--- src/rtl/pxansi_pkg.sv ---
// ----------------------------------------------------------------------------
// pxansi_pkg
// Shared types, byte codes and helpers for the pixel to ANSI color encoder.
// ----------------------------------------------------------------------------
`default_nettype none

package pxansi_pkg;

  // Default limits for the frame geometry.
  localparam int DEF_MAX_WIDTH  = 1024;
  localparam int DEF_MAX_HEIGHT = 1024;

  // Configuration register port.
  localparam int CFG_DATA_W  = 11;
  localparam int CFG_INDEX_W = 1;
  localparam logic [CFG_INDEX_W-1:0] CFG_FRAME_WIDTH  = 1'b0;
  localparam logic [CFG_INDEX_W-1:0] CFG_FRAME_HEIGHT = 1'b1;
  localparam logic [CFG_DATA_W-1:0]  RST_FRAME_WIDTH  = 11'd80;
  localparam logic [CFG_DATA_W-1:0]  RST_FRAME_HEIGHT = 11'd24;

  // Command queue depth between the classifier and the byte sequencer.
  localparam int QDEPTH = 2;

  // Byte codes of the terminal stream.
  localparam logic [7:0] CH_ESC     = 8'h1b;
  localparam logic [7:0] CH_LBRACK  = 8'h5b;
  localparam logic [7:0] CH_H       = 8'h48;
  localparam logic [7:0] CH_FOUR    = 8'h34;
  localparam logic [7:0] CH_EIGHT   = 8'h38;
  localparam logic [7:0] CH_TWO     = 8'h32;
  localparam logic [7:0] CH_ZERO    = 8'h30;
  localparam logic [7:0] CH_SEMI    = 8'h3b;
  localparam logic [7:0] CH_M       = 8'h6d;
  localparam logic [7:0] CH_NEWLINE = 8'h0a;
  localparam logic [7:0] CH_SPACE   = 8'h20;

  // Decimal digits of one color component.
  typedef struct packed {
    logic [3:0] h;
    logic [3:0] t;
    logic [3:0] u;
  } digits_t;

  // Everything the sequencer needs to produce the bytes of one pixel.
  typedef struct packed {
    logic       home;
    logic       colour_change;
    digits_t    red_d;
    digits_t    green_d;
    digits_t    blue_d;
    logic [7:0] glyph_byte;
    logic       newline;
    logic       frame_end;
  } cmd_t;

  // Byte positions of the sequencer.
  typedef enum logic [4:0] {
    ST_HOME0, ST_HOME1, ST_HOME2,
    ST_COL0, ST_COL1, ST_COL2, ST_COL3, ST_COL4, ST_COL5, ST_COL6,
    ST_R_H, ST_R_T, ST_R_U, ST_R_SEMI,
    ST_G_H, ST_G_T, ST_G_U, ST_G_SEMI,
    ST_B_H, ST_B_T, ST_B_U, ST_B_M,
    ST_GLYPH, ST_NL,
    ST_END0, ST_END1, ST_END2, ST_END3
  } step_t;

  // Binary to three BCD digits by shift and add-three.
  function automatic digits_t to_digits(input logic [7:0] v);
    logic [19:0] s;
    digits_t     d;
    s = {12'd0, v};
    for (int i = 0; i < 8; i++) begin
      if (s[11:8] >= 4'd5) begin
        s[11:8] = s[11:8] + 4'd3;
      end
      if (s[15:12] >= 4'd5) begin
        s[15:12] = s[15:12] + 4'd3;
      end
      s = s << 1;
    end
    d.h = s[19:16];
    d.t = s[15:12];
    d.u = s[11:8];
    return d;
  endfunction

endpackage

`default_nettype wire

--- src/rtl/pxansi_pixel_if.sv ---
// ----------------------------------------------------------------------------
// pxansi_pixel_if
// Pixel channel: color components and glyph with a valid/ready handshake.
// ----------------------------------------------------------------------------
`default_nettype none

interface pxansi_pixel_if;
  logic       valid;
  logic       ready;
  logic [7:0] red;
  logic [7:0] green;
  logic [7:0] blue;
  logic [7:0] glyph;

  modport source (output valid, output red, output green, output blue, output glyph,
                  input ready);
  modport sink (input valid, input red, input green, input blue, input glyph,
                output ready);
endinterface

`default_nettype wire

--- src/rtl/pxansi_byte_if.sv ---
// ----------------------------------------------------------------------------
// pxansi_byte_if
// Byte channel: terminal stream byte with pixel and frame end marks.
// ----------------------------------------------------------------------------
`default_nettype none

interface pxansi_byte_if;
  logic       valid;
  logic       ready;
  logic [7:0] out_byte;
  logic       pixel_done;
  logic       frame_done;

  modport source (output valid, output out_byte, output pixel_done, output frame_done,
                  input ready);
  modport sink (input valid, input out_byte, input pixel_done, input frame_done,
                output ready);
endinterface

`default_nettype wire

--- src/rtl/pxansi_front.sv ---
// ----------------------------------------------------------------------------
// pxansi_front
// Accepts pixels, tracks raster position and color, and builds byte commands.
// ----------------------------------------------------------------------------
`default_nettype none

module pxansi_front
  import pxansi_pkg::*;
#(
  parameter int MAX_WIDTH  = DEF_MAX_WIDTH,
  parameter int MAX_HEIGHT = DEF_MAX_HEIGHT
) (
  input  wire logic                  clk,
  input  wire logic                  rst,
  pxansi_pixel_if.sink               pixel_in,
  input  wire logic [CFG_DATA_W-1:0] frame_width,
  input  wire logic [CFG_DATA_W-1:0] frame_height,
  input  wire logic                  q_full,
  output      logic                  q_push,
  output      cmd_t                  q_data
);

  localparam int CW  = (MAX_WIDTH > 1) ? $clog2(MAX_WIDTH) : 1;
  localparam int RW  = (MAX_HEIGHT > 1) ? $clog2(MAX_HEIGHT) : 1;
  localparam int WWX = $clog2(MAX_WIDTH + 1);
  localparam int HWX = $clog2(MAX_HEIGHT + 1);
  localparam int DWA = (WWX > CFG_DATA_W) ? WWX : CFG_DATA_W;
  localparam int DWB = (HWX > CFG_DATA_W) ? HWX : CFG_DATA_W;
  localparam int DW  = ((DWA > DWB) ? DWA : DWB) + 1;

  logic [CW-1:0] column;
  logic [RW-1:0] row;
  logic [23:0]   previous_colour;
  logic          frame_start;

  logic [DW-1:0] w_eff;
  logic [DW-1:0] h_eff;
  logic [DW-1:0] col_plus;
  logic [DW-1:0] row_plus;
  logic          last_col;
  logic          last_row;
  logic [23:0]   colour;
  logic [23:0]   base_colour;

  assign pixel_in.ready = !q_full;
  assign q_push         = pixel_in.valid && !q_full;

  // Zero counts as one and anything above the maximum counts as the maximum.
  always_comb begin
    if (frame_width == '0) begin
      w_eff = DW'(1);
    end else if (DW'(frame_width) > DW'(MAX_WIDTH)) begin
      w_eff = DW'(MAX_WIDTH);
    end else begin
      w_eff = DW'(frame_width);
    end
    if (frame_height == '0) begin
      h_eff = DW'(1);
    end else if (DW'(frame_height) > DW'(MAX_HEIGHT)) begin
      h_eff = DW'(MAX_HEIGHT);
    end else begin
      h_eff = DW'(frame_height);
    end
  end

  assign col_plus    = DW'(column) + DW'(1);
  assign row_plus    = DW'(row) + DW'(1);
  assign last_col    = col_plus >= w_eff;
  assign last_row    = row_plus >= h_eff;
  assign colour      = {pixel_in.red, pixel_in.green, pixel_in.blue};
  // Every frame starts from black.
  assign base_colour = frame_start ? 24'd0 : previous_colour;

  always_comb begin
    q_data.home          = frame_start;
    q_data.colour_change = colour != base_colour;
    q_data.red_d         = to_digits(pixel_in.red);
    q_data.green_d       = to_digits(pixel_in.green);
    q_data.blue_d        = to_digits(pixel_in.blue);
    q_data.glyph_byte    = (pixel_in.glyph == 8'd0) ? CH_SPACE : pixel_in.glyph;
    q_data.newline       = last_col;
    q_data.frame_end     = last_col && last_row;
  end

  always_ff @(posedge clk) begin
    if (rst) begin
      column          <= '0;
      row             <= '0;
      previous_colour <= '0;
      frame_start     <= 1'b1;
    end else if (q_push) begin
      previous_colour <= colour;
      if (last_col) begin
        column <= '0;
        if (last_row) begin
          row         <= '0;
          frame_start <= 1'b1;
        end else begin
          row <= row_plus[RW-1:0];
        end
      end else begin
        column <= col_plus[CW-1:0];
      end
      if (!last_col || !last_row) begin
        frame_start <= 1'b0;
      end
    end
  end

endmodule

`default_nettype wire

--- src/rtl/pxansi_queue.sv ---
// ----------------------------------------------------------------------------
// pxansi_queue
// Short command queue between the pixel classifier and the byte sequencer.
// ----------------------------------------------------------------------------
`default_nettype none

module pxansi_queue
  import pxansi_pkg::*;
(
  input  wire logic clk,
  input  wire logic rst,
  input  wire logic push,
  input  cmd_t      push_data,
  input  wire logic pop,
  output      logic full,
  output      logic not_empty,
  output      cmd_t head
);

  localparam int QAW = (QDEPTH > 1) ? $clog2(QDEPTH) : 1;
  localparam int QCW = $clog2(QDEPTH + 1);

  cmd_t           mem [QDEPTH];
  logic [QAW-1:0] wptr;
  logic [QAW-1:0] rptr;
  logic [QCW-1:0] count;

  assign full      = count == QCW'(QDEPTH);
  assign not_empty = count != '0;
  assign head      = mem[rptr];

  always_ff @(posedge clk) begin
    if (push) begin
      mem[wptr] <= push_data;
    end
  end

  always_ff @(posedge clk) begin
    if (rst) begin
      wptr  <= '0;
      rptr  <= '0;
      count <= '0;
    end else begin
      if (push) begin
        wptr <= (wptr == QAW'(QDEPTH - 1)) ? '0 : wptr + QAW'(1);
      end
      if (pop) begin
        rptr <= (rptr == QAW'(QDEPTH - 1)) ? '0 : rptr + QAW'(1);
      end
      if (push && !pop) begin
        count <= count + QCW'(1);
      end else if (pop && !push) begin
        count <= count - QCW'(1);
      end
    end
  end

endmodule

`default_nettype wire

--- src/rtl/pxansi_back.sv ---
// ----------------------------------------------------------------------------
// pxansi_back
// Byte sequencer: walks each command through its escape, glyph and end bytes.
// ----------------------------------------------------------------------------
`default_nettype none

module pxansi_back
  import pxansi_pkg::*;
(
  input  wire logic     clk,
  input  wire logic     rst,
  input  wire logic     q_valid,
  input  cmd_t          q_head,
  output      logic     q_pop,
  pxansi_byte_if.source byte_out
);

  cmd_t       cur;
  logic       busy;
  step_t      step;
  step_t      step_next;
  step_t      start_step;
  logic       last;
  logic [7:0] byte_val;

  logic       ov;
  logic [7:0] ob;
  logic       opd;
  logic       ofd;

  logic       out_free;
  logic       emit;

  function automatic step_t comp_entry(input digits_t d, input step_t sh, input step_t st,
                                       input step_t su, input step_t sterm);
    step_t s;
    if (d.h != 4'd0) begin
      s = sh;
    end else if (d.t != 4'd0) begin
      s = st;
    end else if (d.u != 4'd0) begin
      s = su;
    end else begin
      s = sterm;
    end
    return s;
  endfunction

  assign out_free = !ov || byte_out.ready;
  assign emit     = busy && out_free;
  assign q_pop    = q_valid && (!busy || (emit && last));

  always_comb begin
    if (q_head.home) begin
      start_step = ST_HOME0;
    end else if (q_head.colour_change) begin
      start_step = ST_COL0;
    end else begin
      start_step = ST_GLYPH;
    end
  end

  // Next state.
  always_comb begin
    step_next = step;
    last      = 1'b0;
    case (step)
      ST_HOME0:  step_next = ST_HOME1;
      ST_HOME1:  step_next = ST_HOME2;
      ST_HOME2:  step_next = cur.colour_change ? ST_COL0 : ST_GLYPH;
      ST_COL0:   step_next = ST_COL1;
      ST_COL1:   step_next = ST_COL2;
      ST_COL2:   step_next = ST_COL3;
      ST_COL3:   step_next = ST_COL4;
      ST_COL4:   step_next = ST_COL5;
      ST_COL5:   step_next = ST_COL6;
      ST_COL6:   step_next = comp_entry(cur.red_d, ST_R_H, ST_R_T, ST_R_U, ST_R_SEMI);
      ST_R_H:    step_next = ST_R_T;
      ST_R_T:    step_next = ST_R_U;
      ST_R_U:    step_next = ST_R_SEMI;
      ST_R_SEMI: step_next = comp_entry(cur.green_d, ST_G_H, ST_G_T, ST_G_U, ST_G_SEMI);
      ST_G_H:    step_next = ST_G_T;
      ST_G_T:    step_next = ST_G_U;
      ST_G_U:    step_next = ST_G_SEMI;
      ST_G_SEMI: step_next = comp_entry(cur.blue_d, ST_B_H, ST_B_T, ST_B_U, ST_B_M);
      ST_B_H:    step_next = ST_B_T;
      ST_B_T:    step_next = ST_B_U;
      ST_B_U:    step_next = ST_B_M;
      ST_B_M:    step_next = ST_GLYPH;
      ST_GLYPH: begin
        if (cur.newline) begin
          step_next = ST_NL;
        end else begin
          last = 1'b1;
        end
      end
      ST_NL: begin
        if (cur.frame_end) begin
          step_next = ST_END0;
        end else begin
          last = 1'b1;
        end
      end
      ST_END0:   step_next = ST_END1;
      ST_END1:   step_next = ST_END2;
      ST_END2:   step_next = ST_END3;
      ST_END3:   last = 1'b1;
      default:   last = 1'b1;
    endcase
  end

  // Outputs.
  always_comb begin
    case (step)
      ST_HOME0, ST_COL0, ST_END0: byte_val = CH_ESC;
      ST_HOME1, ST_COL1, ST_END1: byte_val = CH_LBRACK;
      ST_HOME2:                   byte_val = CH_H;
      ST_COL2:                    byte_val = CH_FOUR;
      ST_COL3:                    byte_val = CH_EIGHT;
      ST_COL5:                    byte_val = CH_TWO;
      ST_COL4, ST_COL6, ST_R_SEMI, ST_G_SEMI: byte_val = CH_SEMI;
      ST_R_H:                     byte_val = CH_ZERO + {4'd0, cur.red_d.h};
      ST_R_T:                     byte_val = CH_ZERO + {4'd0, cur.red_d.t};
      ST_R_U:                     byte_val = CH_ZERO + {4'd0, cur.red_d.u};
      ST_G_H:                     byte_val = CH_ZERO + {4'd0, cur.green_d.h};
      ST_G_T:                     byte_val = CH_ZERO + {4'd0, cur.green_d.t};
      ST_G_U:                     byte_val = CH_ZERO + {4'd0, cur.green_d.u};
      ST_B_H:                     byte_val = CH_ZERO + {4'd0, cur.blue_d.h};
      ST_B_T:                     byte_val = CH_ZERO + {4'd0, cur.blue_d.t};
      ST_B_U:                     byte_val = CH_ZERO + {4'd0, cur.blue_d.u};
      ST_B_M, ST_END3:            byte_val = CH_M;
      ST_GLYPH:                   byte_val = cur.glyph_byte;
      ST_NL:                      byte_val = CH_NEWLINE;
      ST_END2:                    byte_val = CH_ZERO;
      default:                    byte_val = CH_SPACE;
    endcase
  end

  always_ff @(posedge clk) begin
    if (rst) begin
      busy <= 1'b0;
      ov   <= 1'b0;
      step <= ST_GLYPH;
    end else begin
      if (out_free) begin
        ov <= emit;
      end
      // A new command taken on the last byte of the current one starts at once.
      if (q_pop) begin
        step <= start_step;
        busy <= 1'b1;
      end else if (emit) begin
        step <= step_next;
        if (last) begin
          busy <= 1'b0;
        end
      end
    end
  end

  always_ff @(posedge clk) begin
    if (emit) begin
      ob  <= byte_val;
      opd <= last;
      ofd <= last && (step == ST_END3);
    end
    if (q_pop) begin
      cur <= q_head;
    end
  end

  assign byte_out.valid      = ov;
  assign byte_out.out_byte   = ob;
  assign byte_out.pixel_done = opd;
  assign byte_out.frame_done = ofd;

  a_frame_done_ends_pixel: assert property (@(posedge clk) disable iff (rst)
    ov && ofd |-> opd)
    else $error("frame_done without pixel_done");

  a_end_only_at_frame_end: assert property (@(posedge clk) disable iff (rst)
    busy && (step == ST_END0 || step == ST_END1 || step == ST_END2 || step == ST_END3)
    |-> cur.frame_end)
    else $error("reset sequence outside frame end");

  a_escape_only_on_change: assert property (@(posedge clk) disable iff (rst)
    busy && (step == ST_COL0 || step == ST_R_SEMI || step == ST_B_M)
    |-> cur.colour_change)
    else $error("color escape without color change");

  a_hundreds_nonzero: assert property (@(posedge clk) disable iff (rst)
    busy && step == ST_R_H |-> cur.red_d.h != 4'd0)
    else $error("leading zero digit emitted");

endmodule

`default_nettype wire

--- src/rtl/pixel_to_ansi_color_encoder.sv ---
// ----------------------------------------------------------------------------
// pixel_to_ansi_color_encoder
// Turns raster pixels into a terminal byte stream with 24-bit background color.
// ----------------------------------------------------------------------------
//
//   Channel    Dir  Handshake        Payload
//   pixel_in   in   valid / ready    red, green, blue, glyph (8 bits each)
//   byte_out   out  valid / ready    out_byte (8), pixel_done, frame_done
//   cfg        in   cfg_we           cfg_index (1), cfg_data (11)
//
// A pixel produces between 1 and 28 bytes and the byte sequencer emits one
// byte per cycle while byte_out is ready. It takes the next queued command on
// the last byte of the current one, so queued pixels leave no idle slot.
// The single byte output register of the sequencer sets this throughput.
// Reset is synchronous and clears position, color tracking, the queue and the
// output register; there is no clearing pass.
// The classifier and sequencer are split by a two-entry command queue, so a
// stalled byte sink backs up into the queue before pixel_in.ready drops.
// ----------------------------------------------------------------------------
`default_nettype none

module pixel_to_ansi_color_encoder
  import pxansi_pkg::*;
#(
  parameter int MAX_WIDTH  = DEF_MAX_WIDTH,
  parameter int MAX_HEIGHT = DEF_MAX_HEIGHT
) (
  input  wire logic                   clk,
  input  wire logic                   rst,
  pxansi_pixel_if.sink                pixel_in,
  pxansi_byte_if.source               byte_out,
  input  wire logic                   cfg_we,
  input  wire logic [CFG_INDEX_W-1:0] cfg_index,
  input  wire logic [CFG_DATA_W-1:0]  cfg_data
);

  // Geometry registers. The user must change them only while the block is idle;
  // the block does not enforce it, and the classifier reads them directly.
  logic [CFG_DATA_W-1:0] frame_width;
  logic [CFG_DATA_W-1:0] frame_height;

  logic q_full;
  logic q_push;
  logic q_pop;
  logic q_valid;
  cmd_t q_in;
  cmd_t q_head;

  always_ff @(posedge clk) begin
    if (rst) begin
      frame_width  <= RST_FRAME_WIDTH;
      frame_height <= RST_FRAME_HEIGHT;
    end else if (cfg_we) begin
      case (cfg_index)
        CFG_FRAME_WIDTH:  frame_width  <= cfg_data;
        CFG_FRAME_HEIGHT: frame_height <= cfg_data;
        default: begin
        end
      endcase
    end
  end

  // The front end classifies each pixel transaction into one command: which
  // escapes it needs, the decimal digits of its color, and its row and frame
  // endings.
  pxansi_front #(
    .MAX_WIDTH  (MAX_WIDTH),
    .MAX_HEIGHT (MAX_HEIGHT)
  ) u_front (
    .clk          (clk),
    .rst          (rst),
    .pixel_in     (pixel_in),
    .frame_width  (frame_width),
    .frame_height (frame_height),
    .q_full       (q_full),
    .q_push       (q_push),
    .q_data       (q_in)
  );

  pxansi_queue u_queue (
    .clk       (clk),
    .rst       (rst),
    .push      (q_push),
    .push_data (q_in),
    .pop       (q_pop),
    .full      (q_full),
    .not_empty (q_valid),
    .head      (q_head)
  );

  // The back end steps through each command's bytes, one byte transaction per
  // cycle while the sink is ready, and marks the last byte of pixel and frame.
  pxansi_back u_back (
    .clk      (clk),
    .rst      (rst),
    .q_valid  (q_valid),
    .q_head   (q_head),
    .q_pop    (q_pop),
    .byte_out (byte_out)
  );

endmodule

`default_nettype wire

--- src/flat_wrapper.sv ---
// flat-port wrapper written by rule: the top's interface ports become plain ports
module pixel_to_ansi_color_encoder_flat import pxansi_pkg::*;
#(
  parameter int MAX_WIDTH  = DEF_MAX_WIDTH,
  parameter int MAX_HEIGHT = DEF_MAX_HEIGHT
)
  (clk, rst, cfg_we, cfg_index, cfg_data, pixel_in_valid, pixel_in_red, pixel_in_green, pixel_in_blue, pixel_in_glyph, pixel_in_ready, byte_out_valid, byte_out_out_byte, byte_out_pixel_done, byte_out_frame_done, byte_out_ready);
  pxansi_pixel_if pixel_in_i ();
  pxansi_byte_if byte_out_i ();
  input  wire logic clk;
  input  wire logic rst;
  input  wire logic cfg_we;
  input  wire logic [CFG_INDEX_W-1:0] cfg_index;
  input  wire logic [CFG_DATA_W-1:0] cfg_data;
  input wire logic [$bits(pixel_in_i.valid)-1:0] pixel_in_valid;
  input wire logic [$bits(pixel_in_i.red)-1:0] pixel_in_red;
  input wire logic [$bits(pixel_in_i.green)-1:0] pixel_in_green;
  input wire logic [$bits(pixel_in_i.blue)-1:0] pixel_in_blue;
  input wire logic [$bits(pixel_in_i.glyph)-1:0] pixel_in_glyph;
  output wire logic [$bits(pixel_in_i.ready)-1:0] pixel_in_ready;
  output wire logic [$bits(byte_out_i.valid)-1:0] byte_out_valid;
  output wire logic [$bits(byte_out_i.out_byte)-1:0] byte_out_out_byte;
  output wire logic [$bits(byte_out_i.pixel_done)-1:0] byte_out_pixel_done;
  output wire logic [$bits(byte_out_i.frame_done)-1:0] byte_out_frame_done;
  input wire logic [$bits(byte_out_i.ready)-1:0] byte_out_ready;
  assign pixel_in_i.valid = pixel_in_valid;
  assign pixel_in_i.red = pixel_in_red;
  assign pixel_in_i.green = pixel_in_green;
  assign pixel_in_i.blue = pixel_in_blue;
  assign pixel_in_i.glyph = pixel_in_glyph;
  assign pixel_in_ready = pixel_in_i.ready;
  assign byte_out_valid = byte_out_i.valid;
  assign byte_out_out_byte = byte_out_i.out_byte;
  assign byte_out_pixel_done = byte_out_i.pixel_done;
  assign byte_out_frame_done = byte_out_i.frame_done;
  assign byte_out_i.ready = byte_out_ready;
  pixel_to_ansi_color_encoder #(.MAX_WIDTH(MAX_WIDTH), .MAX_HEIGHT(MAX_HEIGHT)) u_core (.clk(clk), .rst(rst), .pixel_in(pixel_in_i), .byte_out(byte_out_i), .cfg_we(cfg_we), .cfg_index(cfg_index), .cfg_data(cfg_data));
endmodule
--- config.mk ---
export PLATFORM = sky130hd
export DESIGN_NAME = pixel_to_ansi_color_encoder_flat
export DESIGN_NICKNAME = d
export VERILOG_FILES = /design/src/rtl/pxansi_pkg.sv /design/src/rtl/pxansi_pixel_if.sv /design/src/rtl/pxansi_byte_if.sv /design/src/rtl/pxansi_front.sv /design/src/rtl/pxansi_queue.sv /design/src/rtl/pxansi_back.sv /design/src/rtl/pixel_to_ansi_color_encoder.sv /design/src/flat_wrapper.sv
export SDC_FILE = /design/constraint.sdc
export NUM_CORES = 1
export LEC_CHECK = 0
export BUFFER_PORTS_ARGS = -buffer_cell sky130_fd_sc_hd__buf_2
export CAP_MARGIN = 10
export CORE_ASPECT_RATIO = 1.1
export CORE_UTILIZATION = 40
export DETAILED_ROUTE_END_ITERATION = 6
export GPL_ROUTABILITY_DRIVEN = 0
export PLACE_DENSITY = 0.54
export SYNTH_ARGS = -nofsm -noshare
export SYNTH_HDL_FRONTEND = slang
export SYNTH_HIERARCHICAL = 1
export SYNTH_SLANG_ARGS = --single-unit
--- constraint.sdc ---
create_clock -name clk -period 5.3 [get_ports clk]
set_input_delay 0.265 -clock clk [delete_from_list [all_inputs] [get_ports clk]]
set_output_delay 0.265 -clock clk [all_outputs]
set_load 0.05 [all_outputs]
==> metrics <==
status completed; Port Buf Inserts 60; commonest non-fill, non-tap cells in the layout edfxtp_1, nand2_1, nor2_1; share of cells above drive strength 1 0.165; Core Rows 70; Hold Fails Final Rpt 0; most common cell after layout, fill and taps aside edfxtp_1; Initial Util 0.409; highest routed layer met4; Mapped Area 13600 sq um; hpwl dp 21500 microns; VDD IR max 0.280 mV; Routed Wire Length 31000 microns; Final Setup Violations 0; ANT cells 0; Clock Path Buffers 3; core area 33400 sq um; clk sink count 232; die area 34800 sq um; worst endpoint required time 5550 ps; Synth Area per Inst 10.1 sq um; fmax 210 MHz; Unique masters post-synth 107; Via Count 10.0k; Most used DFF post-synth edfxtp_1; vias in the first global route 9871; cell family contributing the most delay on the critical path simple AND/OR/NAND/NOR gates; CP arrival 5020 ps; setup TNS 0 ps; Startpoint Class primary input; Max Transition Viols Final 0; Wirelength per Cell 16.9 microns; clk_lat worst skew 540 ps; max-cap check violation count 0; die span in y 196 microns; Num CTS Buffers 26; Setup crit end kind flip-flop; Worst Hold Class in2reg; Max-slew headroom 0.418; routed wl met3 1180 microns; Post-synth EDFFs 153; Final nets 1485; total grt overflow 0; time the worst path needs with I/O delays and setup 4770 ps; first-pass GRT wire length 50900 microns; largest net degree at the start of global routing 75; Via-to-Cell Ratio 5.48; #FFs+latches synth 232; slowest stage delay, CP 430 ps; Total Routing Usage GR 0.181; Critical path buffers and inverters 4; share of synthesized registers carrying an async set or reset 0; clk slew on worst S/H paths 60 ps; Tightest Pin Transition 872 ps; Tcrit/Tclk final 0.900; path type of the worst setup path in2reg; synthesized instance count 1351; crit-path most repeated cell ha_1; iteration-0 DRC count of the detailed router 697; slowest CP cell or4_4; clk_skew 25.3 ps; CTS tree yes; fin util 0.453; clock root buffer clkbuf_16; CTS resizes 0; Pleak 5.69 nW; met2 wire len 14400 microns; RSZ-0062 raised after global routing no; post-route ant nets 0; Die X 178 microns; Post-CTS Repair Setup Buffers 0; pwr dens 458 nW/um^2; H-tree levels 1; # IOs 61; yosys warns 6; DRC Markers 0; register area share after synthesis 0.453; Layout area overhead 10.8%; CP max FO 9; initial antenna violation count 0; wire length on met1 14500 microns; drt first pass iters 5
-- area by class of cell --
type,count,area (sq um)
clock inverter,18,181
tap,432,541
multi-input combinational,989,6830
clock buffer,28,658
fill,3156,18300
timing repair buffer,91,556
inverter,44,168
sequential,232,6180
-- power breakdown --
| part | switching (W) | internal [W] | leakage (nW) | total (W) |
|---|---|---|---|---|
| logic | 0.00145 | 0.000893 | 3.20 | 0.00235 |
| clock network | 0.000754 | 0.00101 | 0.399 | 0.00176 |
| registers | 0.000247 | 0.00257 | 2.09 | 0.00281 |
| total | 0.00245 | 0.00447 | 5.69 | 0.00692 |
-- Yosys cell counts (6+ instances only) --
cell      number  share of area
and2_1         8         0.0037
inv_1         40          0.011
xnor2_1       37          0.024
nand3b_1      13         0.0072
o31ai_1        6         0.0033
a22oi_1        6         0.0033
a21oi_1       94          0.034
a221o_1        6         0.0044
mux2_2        52          0.043
clkbuf_1      33         0.0091
nor4_1        15         0.0069
nor2_1        97          0.027
o21a_1         9         0.0050
nand2_1      142          0.039
a31oi_1       25          0.011
buf_6          9         0.0074
mux2i_1       33          0.024
nand2b_1      47          0.022
dfxtp_1       79           0.12
buf_2         29          0.011
o32ai_1       19          0.012
nor3_1        23         0.0084
buf_4         14         0.0077
xor2_1        13         0.0083
a32o_1         7         0.0051
a21o_1        13         0.0072
ha_1          52          0.048
nor2b_1       17         0.0078
and3_1        24          0.011
a211oi_1      10         0.0055
o22ai_1       10         0.0046
edfxtp_1     153           0.34
o21ai_1        8         0.0029
nand4_1        7         0.0032
nand3_1       26         0.0095
o21ai_0       39          0.014
-- what timing repair did --
action / in CTS / in global routing
hold buffers: 9 / 0
endpoints found under the hold margin: 16 / 0
endpoints found under the setup margin: 0 / 0
-- routing by layer --
metal  global-route usage  vias to the layer above
met5                    0                        -
met4               0.0617                        0
met3               0.0213                       57
met2                0.301                      215
met1                0.242                     4734
li1                     -                     5042
-- sequential cells by signal, indices dropped and copies added (netlist names), named ones only --
register / count
u_core/frame_height: 11
u_core/frame_width: 11
u_core/u_back/busy: 1
u_core/u_back/byte_out.frame_done: 1
u_core/u_back/byte_out.out_byte: 8
u_core/u_back/byte_out.pixel_done: 1
u_core/u_back/byte_out.valid: 1
u_core/u_back/cur: 47
u_core/u_back/step: 5
u_core/u_front/column: 10
u_core/u_front/frame_start: 1
u_core/u_front/previous_colour: 24
u_core/u_front/row: 10
u_core/u_queue/count: 2
u_core/u_queue/mem: 96
u_core/u_queue/rptr: 1
u_core/u_queue/wptr: 1
-- worst register-to-register path: cells and delay by family (launching register included) --
kind | cells | cell delay, ps
adders and majority gates | 2 | 430
and+or+nand+nor | 5 | 1300
xor gates and xnor gates | 1 | 200
DFF | 1 | 400
buffers and inverters | 1 | 250
AOI/OAI and AO/OA | 4 | 680
-- worst paths after layout --
check | slack, ps | end | start | cells after the start
min | 20 | u_core/u_queue/mem[0][7]$_DFFE_PP_ | pixel_in_glyph[5] | 2
min reg2reg | 480 | u_core/u_front/column[1]$_SDFFE_PP0P_ | u_core/u_front/column[1]$_SDFFE_PP0P_ | 2
max reg2reg | 1950 | u_core/u_front/row[2]$_SDFFE_PP0P_ | u_core/u_front/column[0]$_SDFFE_PP0P_ | 13
max | 530 | u_core/u_queue/mem[0][39]$_DFFE_PP_ | pixel_in_red[6] | 26
-- stage by stage --
step	instances	hold WS, ps	worst slack [ps]	total power, W	cell area, sq um
final	1834	19.4	529	0.00692	15100
after global routing	1834	4.59	218	0.00732	15100
after CTS	1834	6.09	608	0.00699	15100
after detailed placement	1779	469	67.6	0.00519	14200
after global placement	1779	459	264	0.00515	14200
after floorplan	1356	334	194	0.00459	13700
-- kinds of logic after synthesis --
logic type,Yosys count,synth area share
compound gates,330,0.170
xor+xnor,53,0.0365
fa+ha+maj,52,0.0477
buf+inv,135,0.0489
flops,232,0.453
mux,92,0.0754
other cells,1,0.000275
simple gates,456,0.168
No activity file was read; power rests on OpenSTA's default activity.
